### src/rtl/core/evicting_event_ring_with_replay_unit_assert.svh
// Assertion macros shared by the event ring RTL.
// Depends on nothing; included by the top level only.
`ifndef EVICTING_EVENT_RING_WITH_REPLAY_UNIT_ASSERT_SVH
`define EVICTING_EVENT_RING_WITH_REPLAY_UNIT_ASSERT_SVH

// Same-cycle implication, quiet while reset is held.
`define EVRING_ASSERT_NOW(label, clk, rst_n, ante, cons, msg) \
    label: assert property (@(posedge clk) disable iff (!rst_n) (ante) |-> (cons)) \
        else $error(msg);

// Next-cycle implication, quiet while reset is held.
`define EVRING_ASSERT_NEXT(label, clk, rst_n, ante, cons, msg) \
    label: assert property (@(posedge clk) disable iff (!rst_n) (ante) |=> (cons)) \
        else $error(msg);

`endif

### src/rtl/core/evring_pkg.sv
// Shared constants and types for the event ring with replay.
// No dependencies; imported by evring_seq and the top level.
`default_nettype none

package evring_pkg;

    localparam int DEPTH     = 32;
    localparam int ADDR_W    = $clog2(DEPTH);
    localparam int CNT_W     = $clog2(DEPTH + 1);
    localparam int SEQ_W     = 64;
    localparam int PAY_W     = 32;
    localparam int ENTRY_W   = SEQ_W + PAY_W;
    localparam int CAP_W     = 6;
    localparam int BATCH_W   = 6;
    localparam int MODE_W    = 2;
    localparam int OCC_W     = 6;
    localparam int CFG_ADDR_W = 3;
    localparam int CFG_DATA_W = 32;

    localparam logic [CAP_W-1:0] CAP_RESET = CAP_W'(32);

    // Operation selector carried in the input tuser
    localparam logic [MODE_W-1:0] MODE_PUSH   = 2'd0;
    localparam logic [MODE_W-1:0] MODE_POP    = 2'd1;
    localparam logic [MODE_W-1:0] MODE_REPLAY = 2'd2;

    // Register index, taken from paddr[2]
    localparam logic REG_CAPACITY = 1'b0;

    typedef struct packed {
        logic             has_entry;
        logic [SEQ_W-1:0] out_seq;
        logic [PAY_W-1:0] out_payload;
        logic             last;
        logic             stored_without_eviction;
        logic             resume_held;
        logic [SEQ_W-1:0] window_min_seq;
        logic [SEQ_W-1:0] window_max_seq;
        logic             became_empty;
        logic [OCC_W-1:0] occupancy;
    } t_result;

endpackage

`default_nettype wire

### src/rtl/core/evring_ram.sv
// Generic single-write, single-read synchronous RAM, registered read data.
// No dependencies.
`default_nettype none

module evring_ram #(
    parameter int Depth = 32,
    parameter int Width = 96
) (
    input  wire logic                     i_clk,
    input  wire logic                     i_we,
    input  wire logic [$clog2(Depth)-1:0] i_waddr,
    input  wire logic [Width-1:0]         i_wdata,
    input  wire logic                     i_re,
    input  wire logic [$clog2(Depth)-1:0] i_raddr,
    output logic      [Width-1:0]         o_rdata
);

    logic [Width-1:0] mem [Depth];

    always_ff @(posedge i_clk) begin
        if (i_we) begin
            mem[i_waddr] <= i_wdata;
        end
    end

    // Hold read data until the next read
    always_ff @(posedge i_clk) begin
        if (i_re) begin
            o_rdata <= mem[i_raddr];
        end
    end

endmodule

`default_nettype wire

### src/rtl/core/evring_seq.sv
// Sequencer of the event ring: push, pop batch and replay over the entry RAM.
// Depends on evring_pkg and evring_ram.
`default_nettype none

module evring_seq
    import evring_pkg::*;
(
    input  wire logic               i_clk,
    input  wire logic               i_rst_n,
    input  wire logic [CAP_W-1:0]   i_cap,
    input  wire logic               i_in_valid,
    output logic                    o_in_ready,
    input  wire logic [MODE_W-1:0]  i_mode,
    input  wire logic [SEQ_W-1:0]   i_entry_seq,
    input  wire logic [PAY_W-1:0]   i_entry_payload,
    input  wire logic [BATCH_W-1:0] i_batch_limit,
    input  wire logic [SEQ_W-1:0]   i_resume_seq,
    input  wire logic               i_out_free,
    output logic                    o_emit,
    output t_result                 o_result
);

    typedef enum logic [4:0] {
        S_IDLE = 5'b00001,
        S_WMIN = 5'b00010,
        S_WMAX = 5'b00100,
        S_SCAN = 5'b01000,
        S_DONE = 5'b10000
    } t_state;

    t_state             r_state, n_state;
    logic [ADDR_W-1:0]  r_head, n_head;
    logic [CNT_W-1:0]   r_count, n_count;
    logic [SEQ_W-1:0]   r_high, n_high;
    logic [ADDR_W-1:0]  r_ptr, n_ptr;
    logic [CNT_W-1:0]   r_left, n_left;
    logic               r_pend, n_pend;
    logic               r_is_pop, n_is_pop;
    logic [SEQ_W-1:0]   r_since, n_since;
    logic [SEQ_W-1:0]   r_wmin, n_wmin;
    logic [SEQ_W-1:0]   r_wmax, n_wmax;
    logic               r_found, n_found;
    logic               r_hold_v, n_hold_v;
    logic [SEQ_W-1:0]   r_hold_seq, n_hold_seq;
    logic [PAY_W-1:0]   r_hold_pay, n_hold_pay;

    logic               ram_we, ram_re;
    logic [ADDR_W-1:0]  ram_waddr, ram_raddr;
    logic [ENTRY_W-1:0] ram_wdata, ram_q;
    logic [SEQ_W-1:0]   q_seq;
    logic [PAY_W-1:0]   q_pay;

    logic               accept;
    logic [CNT_W-1:0]   cap_eff;
    logic               evict;
    logic [ADDR_W-1:0]  head_p;
    logic [CNT_W-1:0]   cnt_p;
    logic [CNT_W-1:0]   batch;
    logic [CNT_W-1:0]   take;
    logic [CNT_W-1:0]   cnt_m1;
    logic               found_empty;
    logic               lost;
    logic               match;
    logic               consume;
    logic               rd;

    evring_ram #(
        .Depth (DEPTH),
        .Width (ENTRY_W)
    ) u_ram (
        .i_clk   (i_clk),
        .i_we    (ram_we),
        .i_waddr (ram_waddr),
        .i_wdata (ram_wdata),
        .i_re    (ram_re),
        .i_raddr (ram_raddr),
        .o_rdata (ram_q)
    );

    assign q_seq = ram_q[SEQ_W-1:0];
    assign q_pay = ram_q[ENTRY_W-1:SEQ_W];

    assign o_in_ready = (r_state == S_IDLE) && i_out_free;
    assign accept     = i_in_valid && o_in_ready;

    always_comb begin
        if (i_cap == '0) begin
            cap_eff = CNT_W'(1);
        end else if (i_cap > CAP_W'(DEPTH)) begin
            cap_eff = CNT_W'(DEPTH);
        end else begin
            cap_eff = CNT_W'(i_cap);
        end
    end

    assign evict       = (r_count >= cap_eff);
    assign head_p      = evict ? r_head + ADDR_W'(1) : r_head;
    assign cnt_p       = evict ? r_count - CNT_W'(1) : r_count;
    assign batch       = CNT_W'(i_batch_limit);
    assign take        = (batch < r_count) ? batch : r_count;
    assign cnt_m1      = r_count - CNT_W'(1);
    assign found_empty = (r_high == '0) || (i_resume_seq >= r_high);
    assign lost        = (r_wmin != '0) && (r_since < r_wmin - SEQ_W'(1));
    assign match       = r_is_pop || (q_seq > r_since);
    assign consume     = r_pend && (!match || !r_hold_v || i_out_free);
    assign rd          = (r_left != '0) && (!r_pend || consume);

    always_comb begin
        n_state    = r_state;
        n_head     = r_head;
        n_count    = r_count;
        n_high     = r_high;
        n_ptr      = r_ptr;
        n_left     = r_left;
        n_pend     = r_pend;
        n_is_pop   = r_is_pop;
        n_since    = r_since;
        n_wmin     = r_wmin;
        n_wmax     = r_wmax;
        n_found    = r_found;
        n_hold_v   = r_hold_v;
        n_hold_seq = r_hold_seq;
        n_hold_pay = r_hold_pay;

        ram_we    = 1'b0;
        ram_waddr = head_p + cnt_p[ADDR_W-1:0];
        ram_wdata = {i_entry_payload, i_entry_seq};
        ram_re    = 1'b0;
        ram_raddr = r_ptr;

        o_emit             = 1'b0;
        o_result           = '0;
        o_result.occupancy = OCC_W'(r_count);

        // Window fields travel on every replay result
        if (!r_is_pop) begin
            o_result.resume_held    = r_found;
            o_result.window_min_seq = r_wmin;
            o_result.window_max_seq = r_wmax;
        end

        case (r_state)
            S_IDLE: begin
                o_result = '0;
                o_result.last      = 1'b1;
                o_result.occupancy = OCC_W'(r_count);
                if (accept) begin
                    case (i_mode)
                        MODE_PUSH: begin
                            ram_we  = 1'b1;
                            n_head  = head_p;
                            n_count = cnt_p + CNT_W'(1);
                            if (i_entry_seq > r_high) begin
                                n_high = i_entry_seq;
                            end
                            o_emit = 1'b1;
                            o_result.stored_without_eviction = !evict;
                            o_result.occupancy = OCC_W'(cnt_p + CNT_W'(1));
                        end
                        MODE_POP: begin
                            n_is_pop = 1'b1;
                            if (take == '0) begin
                                o_emit = 1'b1;
                            end else begin
                                n_ptr   = r_head;
                                n_left  = take;
                                n_head  = r_head + take[ADDR_W-1:0];
                                n_count = r_count - take;
                                n_state = S_SCAN;
                            end
                        end
                        MODE_REPLAY: begin
                            n_is_pop = 1'b0;
                            n_since  = i_resume_seq;
                            if (r_count == '0) begin
                                o_emit = 1'b1;
                                o_result.resume_held    = found_empty;
                                o_result.window_max_seq = found_empty ? '0 : r_high;
                            end else begin
                                ram_re    = 1'b1;
                                ram_raddr = r_head;
                                n_state   = S_WMIN;
                            end
                        end
                        default: begin
                            o_emit = 1'b1;
                        end
                    endcase
                end
            end
            S_WMIN: begin
                n_wmin    = q_seq;
                ram_re    = 1'b1;
                ram_raddr = r_head + cnt_m1[ADDR_W-1:0];
                n_state   = S_WMAX;
            end
            S_WMAX: begin
                n_wmax = q_seq;
                if (r_since == '0) begin
                    n_found = 1'b1;
                    n_state = S_DONE;
                end else if (lost) begin
                    n_found = 1'b0;
                    n_state = S_DONE;
                end else begin
                    n_found = 1'b1;
                    n_ptr   = r_head;
                    n_left  = r_count;
                    n_state = S_SCAN;
                end
            end
            S_SCAN: begin
                // Keep one match in hand so the final result can carry last
                if (consume && match) begin
                    if (r_hold_v) begin
                        o_emit               = 1'b1;
                        o_result.has_entry   = 1'b1;
                        o_result.out_seq     = r_hold_seq;
                        o_result.out_payload = r_hold_pay;
                    end
                    n_hold_v   = 1'b1;
                    n_hold_seq = q_seq;
                    n_hold_pay = q_pay;
                end
                if (rd) begin
                    ram_re    = 1'b1;
                    ram_raddr = r_ptr;
                    n_ptr     = r_ptr + ADDR_W'(1);
                    n_left    = r_left - CNT_W'(1);
                end
                n_pend = rd || (r_pend && !consume);
                if ((r_left == '0) && !r_pend) begin
                    n_state = S_DONE;
                end
            end
            S_DONE: begin
                if (i_out_free) begin
                    o_emit        = 1'b1;
                    o_result.last = 1'b1;
                    if (r_hold_v) begin
                        o_result.has_entry    = 1'b1;
                        o_result.out_seq      = r_hold_seq;
                        o_result.out_payload  = r_hold_pay;
                        o_result.became_empty = r_is_pop && (r_count == '0);
                    end
                    n_hold_v = 1'b0;
                    n_state  = S_IDLE;
                end
            end
            default: begin
                n_state = S_IDLE;
            end
        endcase
    end

    always_ff @(posedge i_clk) begin
        if (!i_rst_n) begin
            r_state  <= S_IDLE;
            r_head   <= '0;
            r_count  <= '0;
            r_high   <= '0;
            r_left   <= '0;
            r_pend   <= 1'b0;
            r_hold_v <= 1'b0;
            r_is_pop <= 1'b0;
        end else begin
            r_state  <= n_state;
            r_head   <= n_head;
            r_count  <= n_count;
            r_high   <= n_high;
            r_left   <= n_left;
            r_pend   <= n_pend;
            r_hold_v <= n_hold_v;
            r_is_pop <= n_is_pop;
        end
    end

    always_ff @(posedge i_clk) begin
        r_ptr      <= n_ptr;
        r_since    <= n_since;
        r_wmin     <= n_wmin;
        r_wmax     <= n_wmax;
        r_found    <= n_found;
        r_hold_seq <= n_hold_seq;
        r_hold_pay <= n_hold_pay;
    end

endmodule

`default_nettype wire

### src/rtl/core/evicting_event_ring_with_replay_unit.sv
// Event ring with drop-oldest eviction and sequence replay: top level.
// Holds the capacity register, the output word register and the checks.
// Depends on evring_pkg, evring_seq (and evring_ram), the assertion header.
//
// Usage:
//   Input words arrive on the s-side stream; tuser selects push, pop batch,
//   replay or no operation. Result words leave on the m-side stream, tlast
//   marking the final word of each input word, tuser flagging a carried entry.
//   The capacity register sits at APB address 0; the user must write it only
//   while idle. The block itself does not enforce this.
// With the receiver ready: push, no-op, empty pop and replay on an empty ring
//   give one result, in the output register from the cycle after acceptance;
//   a new word is taken every cycle. Pop of n entries gives n results; a pop
//   or replay takes no new word until its last result has been emitted.
//   Replay on a held window: the oldest and newest entries are read; a scan
//   then gives one result per matching entry, or one entry-less result if none
//   match; live-tail or lost replay gives one result. Scans read one entry per
//   cycle through the single RAM read port.
// Reset: ring empty, highest sequence zero, capacity 32; RAM is not cleared.
// Stall: a result waits in the output register; the sequencer holds while
//   it is full and not taken, and no input word is accepted.
`default_nettype none

module evicting_event_ring_with_replay_unit
    import evring_pkg::*;
(
    input  wire logic                  i_clk,
    input  wire logic                  i_rst_n,
    // APB configuration port
    input  wire logic                  psel,
    input  wire logic                  penable,
    input  wire logic                  pwrite,
    input  wire logic [CFG_ADDR_W-1:0] paddr,
    input  wire logic [CFG_DATA_W-1:0] pwdata,
    output logic      [CFG_DATA_W-1:0] prdata,
    output logic                       pready,
    // Input stream
    input  wire logic                  i_s_tvalid,
    output logic                       o_s_tready,
    // tdata: entry_seq[63:0], entry_payload[95:64], batch_limit[101:96],
    //        resume_after_seq[165:102], zero[167:166]
    input  wire logic [167:0]          i_s_tdata,
    // tuser: mode[1:0]
    input  wire logic [MODE_W-1:0]     i_s_tuser,
    // Output stream
    output logic                       o_m_tvalid,
    input  wire logic                  i_m_tready,
    // tdata: out_seq[63:0], out_payload[95:64], stored_without_eviction[96],
    //        resume_held[97], window_min_seq[161:98],
    //        window_max_seq[225:162], became_empty[226], occupancy[232:227],
    //        zero[239:233]
    output logic      [239:0]          o_m_tdata,
    // tuser: has_entry[0]
    output logic                       o_m_tuser,
    output logic                       o_m_tlast
);

`include "evicting_event_ring_with_replay_unit_assert.svh"

    logic [CAP_W-1:0] r_cap;
    logic             cfg_wr;

    logic             r_out_valid, n_out_valid;
    t_result          r_out, n_out;
    logic             out_free;
    logic             emit;
    t_result          result;

    // Capacity register: written on the APB access phase
    assign pready = 1'b1;
    assign cfg_wr = psel && penable && pwrite && pready && (paddr[2] == REG_CAPACITY);

    always_ff @(posedge i_clk) begin
        if (!i_rst_n) begin
            r_cap <= CAP_RESET;
        end else if (cfg_wr) begin
            r_cap <= pwdata[CAP_W-1:0];
        end
    end

    assign prdata = (paddr[2] == REG_CAPACITY) ? CFG_DATA_W'(r_cap) : '0;

    // Output register frees up when empty or when its word is taken
    assign out_free = !r_out_valid || i_m_tready;

    evring_seq u_seq (
        .i_clk           (i_clk),
        .i_rst_n         (i_rst_n),
        .i_cap           (r_cap),
        .i_in_valid      (i_s_tvalid),
        .o_in_ready      (o_s_tready),
        .i_mode          (i_s_tuser),
        .i_entry_seq     (i_s_tdata[63:0]),
        .i_entry_payload (i_s_tdata[95:64]),
        .i_batch_limit   (i_s_tdata[101:96]),
        .i_resume_seq    (i_s_tdata[165:102]),
        .i_out_free      (out_free),
        .o_emit          (emit),
        .o_result        (result)
    );

    always_comb begin
        n_out_valid = r_out_valid;
        n_out       = r_out;
        if (emit) begin
            n_out_valid = 1'b1;
            n_out       = result;
        end else if (i_m_tready) begin
            n_out_valid = 1'b0;
        end
    end

    always_ff @(posedge i_clk) begin
        if (!i_rst_n) begin
            r_out_valid <= 1'b0;
        end else begin
            r_out_valid <= n_out_valid;
        end
    end

    always_ff @(posedge i_clk) begin
        r_out <= n_out;
    end

    assign o_m_tvalid = r_out_valid;
    assign o_m_tuser  = r_out.has_entry;
    assign o_m_tlast  = r_out.last;
    assign o_m_tdata  = {7'b0,
                         r_out.occupancy,
                         r_out.became_empty,
                         r_out.window_max_seq,
                         r_out.window_min_seq,
                         r_out.resume_held,
                         r_out.stored_without_eviction,
                         r_out.out_payload,
                         r_out.out_seq};

    // A word with no entry always closes its input word
    `EVRING_ASSERT_NOW(a_noentry_is_last, i_clk, i_rst_n,
        r_out_valid && !r_out.has_entry, r_out.last, "entry-less result without tlast")

    // Draining the ring is flagged only on a closing word that leaves it empty
    `EVRING_ASSERT_NOW(a_empty_flag, i_clk, i_rst_n,
        r_out_valid && r_out.became_empty,
        r_out.last && r_out.has_entry && (r_out.occupancy == '0),
        "became_empty on a non-final or non-empty result")

    // Occupancy never passes the ring depth
    `EVRING_ASSERT_NOW(a_occ_bound, i_clk, i_rst_n,
        r_out_valid, r_out.occupancy <= OCC_W'(DEPTH), "occupancy above depth")

    // A capacity write lands in the register
    `EVRING_ASSERT_NEXT(a_cfg_write, i_clk, i_rst_n,
        cfg_wr, r_cap == $past(pwdata[CAP_W-1:0]), "capacity write lost")

endmodule

`default_nettype wire
### config.mk
export PLATFORM = sky130hd
export DESIGN_NAME = evicting_event_ring_with_replay_unit
export DESIGN_NICKNAME = d
export VERILOG_FILES = /design/src/rtl/core/evring_pkg.sv /design/src/rtl/core/evring_ram.sv /design/src/rtl/core/evring_seq.sv /design/src/rtl/core/evicting_event_ring_with_replay_unit.sv
export VERILOG_INCLUDE_DIRS = /design/src /design/src/rtl/core
export SDC_FILE = /design/constraint.sdc
export NUM_CORES = 2
export LEC_CHECK = 0
export BUFFER_PORTS_ARGS = -buffer_cell sky130_fd_sc_hd__buf_2
export CAP_MARGIN = 10
export CORE_MARGIN = 5
export CORE_UTILIZATION = 45
export CTS_BUF_LIST = sky130_fd_sc_hd__clkbuf_8
export CTS_CLUSTER_DIAMETER = 50
export CTS_CLUSTER_SIZE = 12
export DETAILED_ROUTE_END_ITERATION = 8
export PLACE_DENSITY_LB_ADDON = 0.08
export SYNTH_ARGS = -nofsm -noshare
export SYNTH_HDL_FRONTEND = slang
export SYNTH_HIERARCHICAL = 1
export SYNTH_SLANG_ARGS = --single-unit
### constraint.sdc
create_clock -name i_clk -period 31.7 [get_ports i_clk]
set_input_delay 0 -clock i_clk [delete_from_list [all_inputs] [get_ports i_clk]]
set_output_delay 0 -clock i_clk [all_outputs]
set_load 0.03 [all_outputs]
== After elaboration in Yosys (flattened, before gate mapping) ==
Memory sizes are Yosys's and may differ from the RTL's. A register that Yosys moved wholly into a read port is not among the register bits.
Index checks and enable logic that the tools add are counted.

* Register bits after elaboration: 625
* Memory bits (writable): 3072
* Bits of input ports: 212
* Output and inout port bits: 277
* Word-level logic and storage cells: 195
* Memories: 1

{| class="wikitable"
|+ Memories
! name !! words !! bits a word !! rd ports !! clocked after Yosys merged registers in !! wr ports !! line !! source
|-
| u_seq.u_ram.mem || 32 || 96 || 1 || 1 || 1 || evring_ram.sv:18 || <nowiki>logic [Width-1:0] mem [Depth];</nowiki>
|}

* Add/subtract/negate cells: 10
* Magnitude comparators: 7
* Equal/unequal tests: 20
* Mux-type cells: 79
* Bitwise operators: 1
* Reduce and logical (&&, ||, !) cells: 50

{| class="wikitable"
|+ Operators with widths
! operator !! number
|-
| $mux W129 || 2
|-
| $mux W64 || 4
|-
| $mux W97 || 2
|-
| $pmux W97 S2 || 1
|-
| $gt A64 B64 Y1 || 2
|-
| $logic_not A64 Y1 || 2
|-
| $mux W98 || 1
|-
| $mux W5 || 18
|-
| $mux W6 || 15
|-
| $ge A64 B64 Y1 || 1
|-
| $lt A64 B64 Y1 || 1
|-
| $reduce_bool A64 Y1 || 1
|-
| $sub A64 B1 Y64 const B || 1
|-
| $pmux W5 S2 || 3
|-
| $pmux W5 S5 || 1
|-
| $logic_not A6 Y1 || 4
|-
| $mux W1 || 23
|-
| $pmux W6 S3 || 1
|-
| $add A5 B5 Y5 || 3
|-
| $pmux W5 S3 || 1
|-
| $reduce_and A3 Y1 || 5
|-
| $logic_and A1 B1 Y1 || 12
|-
| $pmux W6 S2 || 1
|-
| $sub A6 B1 Y6 const B || 2
|-
| other kinds (30) || 60
|}

== Longest topological paths before layout ==
* Word-level depth: 10
* Depth in mapped cells: 21
* Mapped depth without buffers: 20

== By module ==
Netlist, hierarchy kept.

{| class="wikitable"
|+ By module, submodules not included
! module !! times used !! cells each !! area an instance (µm²) !! sequential area each (µm²)
|-
| evring_ram || 1 || 5604 || 119453.3 || 95131.2
|-
| evring_seq || 1 || 2273 || 23681.5 || 10610.2
|-
| evicting_event_ring_with_replay_unit || 1 || 308 || 7666.1 || 7196.9
|}

== Worst setup path before layout ==
No wires, ideal clock.

* Kind: register to register
* Start: reg u_seq.r_count[2]
* End: reg r_out (netlist bit o_m_tdata[0]) (enable)
* Setup time: 914 ps
* Arrival time: 13552 ps
* Data required time: 30786 ps
* Slack: 17234 ps
* Cell stages (with the launch flop): 10
* Path buffers: 1
* Path through: dfxtp_1 clkbuf_1 inv_1 ha_1 a2111oi_0 nor2_1 mux2i_1 o21ai_0 and3_1 o22ai_1

* Cells in the longest elaborated chain, start to end: 7

{| class="wikitable"
|+ RTL lines
! element !! line !! source
|-
| start: declaration || evring_seq.sv:33 || <nowiki>logic [CNT_W-1:0] r_count, n_count;</nowiki>
|-
| start signal: assignment || evring_seq.sv:269 || <nowiki>r_count <= n_count;</nowiki>
|-
| $lt A6 B6 Y1 || evring_seq.sv:100 || <nowiki>assign take = (batch < r_count) ? batch : r_count;</nowiki>
|-
| $mux W6 || evring_seq.sv:100 ||
|-
| $logic_not A6 Y1 || evring_seq.sv:162 || <nowiki>if (take == '0) begin</nowiki>
|-
| $mux W1 || evring_seq.sv:162 ||
|-
| $pmux W1 S2 (*) || evring_seq.sv:148 || <nowiki>case (i_mode)</nowiki>
|-
| $mux W1 (*) || evring_seq.sv:147 || <nowiki>if (accept) begin</nowiki>
|-
| $pmux W1 S3 (*) || evring_seq.sv:142 || <nowiki>case (r_state)</nowiki>
|-
| net emit || evicting_event_ring_with_replay_unit.sv:66 || <nowiki>logic emit;</nowiki>
|-
| end signal: assignment || evicting_event_ring_with_replay_unit.sv:122 || <nowiki>r_out <= n_out;</nowiki>
|-
| end: declaration || evicting_event_ring_with_replay_unit.sv:64 || <nowiki>t_result r_out, n_out;</nowiki>
|}

Mark *: on every way through the listed nets, which the timed path passes. The rest lies on a longest branch.
A chain may end at the register's enable or synchronous reset.

== Worst setup path after layout ==
* Start: reg u_seq.r_count[0]
* End: mem u_seq.u_ram.mem[28][90] (enable)

* Cells in the longest elaborated chain, start to end: 3

{| class="wikitable"
|+ RTL lines
! element !! line !! source
|-
| $sub A6 B1 Y6 or $ge A6 B6 Y1 (tied branches) || evring_seq.sv:98, evring_seq.sv:96 ||
|-
| $mux W6 or $mux W5 (tied branches) || evring_seq.sv:98, evring_seq.sv:97 ||
|-
| $add A5 B5 Y5 (*) || evring_seq.sv:126 || <nowiki>ram_waddr = head_p + cnt_p[ADDR_W-1:0];</nowiki>
|-
| net u_seq.ram_waddr[4] || evring_seq.sv:48 || <nowiki>logic [ADDR_W-1:0] ram_waddr, ram_raddr;</nowiki>
|-
| end: declaration || evring_ram.sv:18 ||
|}

Marked as above.

==> reports/results.md <==
| Result | Reported |
|:---|:---|
| Result of the run | finished clean |
| Worst-case reg-to-reg path depth | 21 |
| Post-synthesis compound-gate area fraction | 0.0488 |
| Main combinational cell family by area after synthesis | multiplexers |
| Number of clock buffers inserted by TritonCTS | 428 |
| Clock edge transition at the registers on the reported setup and hold paths | 70 ps |
| Relative slew slack | 0.0726 |
| Vias in the first global route | 83374 |
| Hold Path Origin | i_s_tdata[43] |
| Synthesized netlist cell count | 8185 |
| Total clock sinks | 3793 |
| Leakage dissipation | 57.7 nW |
| Number of antenna violations at the first check in global routing | 60 |
| Clock power share | 0.316 |
| Largest driver fanout on the critical path | 36 |
| Data required, critical path | 32420 ps |
| Initial detailed-routing violation count | 9602 |
| Worst skew pair latency | 1150 ps |
| Max Clock Freq | 0.119 GHz |
| Worst setup skew after layout | 67.6 ps |
| First drt pass iteration count | 6 |
| Flip-flop and latch count after synthesis | 3793 |
| Starting utilization of the core area | 0.452 |
| Yosys warns | 6 |
| Most used standard cells in the synthesized netlist | sky130_fd_sc_hd__edfxtp_1, sky130_fd_sc_hd__mux2i_1, sky130_fd_sc_hd__a22oi_1 |
| TritonCTS clock tree | built |
| Power per cell area | 64.0 nW/um^2 |
| Final count of hold timing violations | 0 |
| Area share of and/or/nand/nor cells after synthesis | 0.0394 |
| Final cycle utilization of the critical path | 0.266 |
| Final WL | 484000 um |
| Sequential share of power | 0.528 |
| Total number of placement rows | 212 |
| Fin. max-slew vios | 0 |
| Peak VDD IR | 0.0429 mV |
| Number of enable-type register cells in the synthesized netlist | 3697 |
| Endpoint of the lowest-slack register-to-register path | u_seq/u_ram/mem[28][90] |
| Summed instance area of the synthesized netlist | 151000 um^2 |
| Number of cells on the worst hold path | 2 |
| Post-synth top flop | sky130_fd_sc_hd__edfxtp_1 |
| Wire length of the first global-routing pass | 664000 um |
| Maximum clock path buffer count | 4 |
| Number of maximum-capacitance violations | 0 |
| Startpoint types | flip-flop |
| DR DRC count | 0 |
| Final setup vio count | 0 |
| Synth unique cells | 86 |
| Worst hold slack | 76.6 ps |
| Switching pwr | 3.06 mW |
| Fraction of layout instances using a drive strength above 1 | 0.185 |
| Total global-route track usage | 0.272 |
| Full die area | 347000 um^2 |
| Sequential share of the synthesized area | 0.749 |
| Worst Setup End Kind | flip-flop |
| Vertical extent of the die | 589 um |
| Pwr Total | 11.0 mW |
| Type of the most critical hold path | primary input to flip-flop |
| DRT antenna net count | 0 |
| Async set-reset flop share out of synthesis | 0 |
| Post-DR wirelength/cell | 34.7 um |
| Post-detailed-route via-to-cell ratio | 6.09 |
| Dpl hpwl | 280000 um |
| Endpoint, Worst Hold | u_seq/u_ram/mem[9][43] |
| Fraction of power consumed by combinational cells | 0.156 |
| Clock H-tree levels | 5 |
| Filler cell count in the final layout | 27062 |
| Adder-cell share of the synthesized area | 0.0247 |
| Clk root buf | sky130_fd_sc_hd__clkbuf_8 |
| Net count, final | 9754 |
| Main area contributors after synthesis | sky130_fd_sc_hd__edfxtp_1, sky130_fd_sc_hd__mux4_2, sky130_fd_sc_hd__mux2i_1, sky130_fd_sc_hd__a22oi_1, sky130_fd_sc_hd__ha_1 |
| Final period demand of the worst path | 8430 ps |
| Internal power component | 7.92 mW |
| DR vias | 84902 |
| Unrepaired setup endpoints after global routing | no |
| Startpoint of the worst-slack reg-to-reg timing path | u_seq/r_count[0] |
| Core ar. | 334000 um^2 |
| Critical path type | flip-flop to flip-flop |
| Sum of negative setup slack | 0 ps |
| Weighted congestion at the end of routability-driven global placement | 0.934 |
| Top-Level Pins | 489 |
| Net switching share of the total power | 0.279 |
| Largest area contributor in the netlist | sky130_fd_sc_hd__edfxtp_1 |
| Global route overflow | 0 |
| Signed area change from the synthesized netlist to the final layout | 13.7% |
| Largest net degree at the start of global routing | 132 |
| Xor/xnor cell area share of the yosys netlist | 0.00578 |
| Worst R2R Setup Slack | 23270 ps |
| Die width | 589 um |
| Arrival @ worst endpoint | 9150 ps |
| Worst-margin pin slew | 1390 ps |
| Share of the synthesized area in the top cell type | 0.736 |
| Most used standard cell by instance count after synthesis | sky130_fd_sc_hd__edfxtp_1 |
| Average cell area after synthesis | 18.4 um^2 |
| Fraction of synthesized area in multiplexers | 0.114 |
| IO buf count | 424 |
[sequential cells by signal (all words and copies together), names as in the netlist, 6 cells and up]
| name | cells |
|---|---|
| u_seq/u_ram/mem | 3072 |
| o_m_tdata | 233 |
| u_seq/u_ram/o_rdata | 96 |
| u_seq/r_high | 64 |
| u_seq/r_hold_seq | 64 |
| u_seq/r_since | 64 |
| u_seq/r_wmax | 64 |
| u_seq/r_wmin | 64 |
| u_seq/r_hold_pay | 32 |
| r_cap | 6 |
| u_seq/r_count | 6 |
| u_seq/r_left | 6 |
[what timing repair did]
| item | in CTS | in global routing |
|---|---|---|
| hold endpoints to repair | 3264 | 0 |
| resized for setup | 0 | 0 |
| hold buffers | 376 | 0 |
| buffers inserted | 0 | 0 |
[layer usage]
layer  up-vias  track usage  routed length [um]
met3       679       0.0408               35300
met1     45505        0.390              205000
met2      3627        0.432              225000
li1      35075            -                   -
met4        16       0.0898               18400
met5         -            0                 104
[worst max-delay path by stage]
stage | start | endpoint | slack (ps) | cells past startpoint
5_1_grt | u_seq/r_count[0] | u_seq/u_ram/mem[28][66] | 22760 | 21
4_1_cts | u_seq/r_count[0] | u_seq/u_ram/mem[28][66] | 23230 | 21
6_report | u_seq/r_count[0] | u_seq/u_ram/mem[28][90] | 23270 | 21
3_5_place_dp | u_seq/r_count[0] | u_seq/u_ram/mem[28][90] | 23290 | 21
3_3_place_gp | u_seq/r_count[0] | u_seq/u_ram/mem[29][39] | 23050 | 21
2_1_floorplan | u_seq/r_count[2] | o_m_tdata[0] | 17230 | 9
[placed cells by master, fill, tap and decap left out, types with 17 or more instances in the layout]
cell type and count:
sky130_fd_sc_hd__edfxtp_1 3697, sky130_fd_sc_hd__mux2i_1 851, sky130_fd_sc_hd__a22oi_1 514, sky130_fd_sc_hd__clkbuf_8 437, sky130_fd_sc_hd__buf_2 423, sky130_fd_sc_hd__mux4_2 384, sky130_fd_sc_hd__dlygate4sd3_1 367, sky130_fd_sc_hd__ha_1 291
sky130_fd_sc_hd__nand2_1 266, sky130_fd_sc_hd__inv_1 229, sky130_fd_sc_hd__nand3_1 222, sky130_fd_sc_hd__buf_4 209, sky130_fd_sc_hd__and2_1 168, sky130_fd_sc_hd__a22o_1 115, sky130_fd_sc_hd__a21oi_1 114, sky130_fd_sc_hd__nand4_1 99
sky130_fd_sc_hd__dfxtp_1 96, sky130_fd_sc_hd__nor2_1 93, sky130_fd_sc_hd__xnor2_1 66, sky130_fd_sc_hd__o21ai_0 63, sky130_fd_sc_hd__a31oi_1 55, sky130_fd_sc_hd__nor4_1 52, sky130_fd_sc_hd__clkinv_1 50, sky130_fd_sc_hd__nor3_1 49
sky130_fd_sc_hd__clkinv_2 48, sky130_fd_sc_hd__a21o_1 48, sky130_fd_sc_hd__bufinv_16 43, sky130_fd_sc_hd__nor2_4 39, sky130_fd_sc_hd__clkinvlp_4 38, sky130_fd_sc_hd__conb_1 34, sky130_fd_sc_hd__xor2_1 31, sky130_fd_sc_hd__buf_12 28
sky130_fd_sc_hd__inv_6 27, sky130_fd_sc_hd__nor2b_1 23, sky130_fd_sc_hd__diode_2 21, sky130_fd_sc_hd__and3_1 17
[through the flow]
stage / utilization / instance area (um^2) / cells / worst slack [ps]
2_1_floorplan: - / 151000 / 8217 / 17230
3_3_place_gp: 0.476 / 159000 / 12827 / 23050
3_5_place_dp: 0.476 / 159000 / 12828 / 23290
4_1_cts: 0.514 / 171000 / 13923 / 23230
5_1_grt: 0.514 / 171000 / 13930 / 22760
6_report: 0.514 / 171000 / 13944 / 23270
[area by class of cell]
class | count | area [um^2] | share of cell area
antenna | 21 | 52.6 | 0.000306
clock buffer | 437 | 6010 | 0.0351
clock inverter | 282 | 2680 | 0.0156
inverter | 177 | 667 | 0.00389
multi-input combinational | 3819 | 35700 | 0.208
sequential | 3793 | 113000 | 0.659
tap | 4387 | 5490 | 0.0320
timing repair buffer | 1028 | 7930 | 0.0463
[critical path: stages (launching register included)]
cell,delay (ps)
sky130_fd_sc_hd__dfxtp_1,530
sky130_fd_sc_hd__clkinv_1,450
sky130_fd_sc_hd__ha_1,420
sky130_fd_sc_hd__nand2b_1,130
sky130_fd_sc_hd__a2111oi_0,540
sky130_fd_sc_hd__o31ai_1,170
sky130_fd_sc_hd__buf_4,220
sky130_fd_sc_hd__nand2_1,70
sky130_fd_sc_hd__a21boi_0,410
sky130_fd_sc_hd__inv_1,120
sky130_fd_sc_hd__fa_1,450
sky130_fd_sc_hd__inv_1,70
sky130_fd_sc_hd__a21o_1,110
sky130_fd_sc_hd__a21oi_1,70
sky130_fd_sc_hd__xnor2_1,130
sky130_fd_sc_hd__xnor2_1,150
sky130_fd_sc_hd__xnor2_1,540
sky130_fd_sc_hd__nand3_1,470
sky130_fd_sc_hd__nor2_4,660
sky130_fd_sc_hd__buf_4,660
sky130_fd_sc_hd__buf_4,700
sky130_fd_sc_hd__buf_4,800
[cell families after synthesis]
| group | Yosys count |
|---|---|
| buffers and inverters | 605 |
| other | 2 |
| adders and majority gates | 295 |
| muxes | 1236 |
| and+or+nand+nor | 1139 |
| AOI/OAI and AO/OA | 1017 |
| DFF | 3793 |
| xor gates and xnor gates | 98 |
[power groups by stage]
| stage | clock network, mW | logic (mW) | registers (mW) |
|---|---|---|---|
| 3_3_place_gp | 0 | 1.64 | 5.91 |
| 3_5_place_dp | 0 | 1.65 | 5.91 |
| 4_1_cts | 3.55 | 1.71 | 5.80 |
| 6_report | 3.47 | 1.71 | 5.80 |
| 5_1_grt | 3.77 | 1.80 | 5.81 |
| 2_1_floorplan | 0 | 0.858 | 6.07 |
Power figures use the tool's default switching activity.
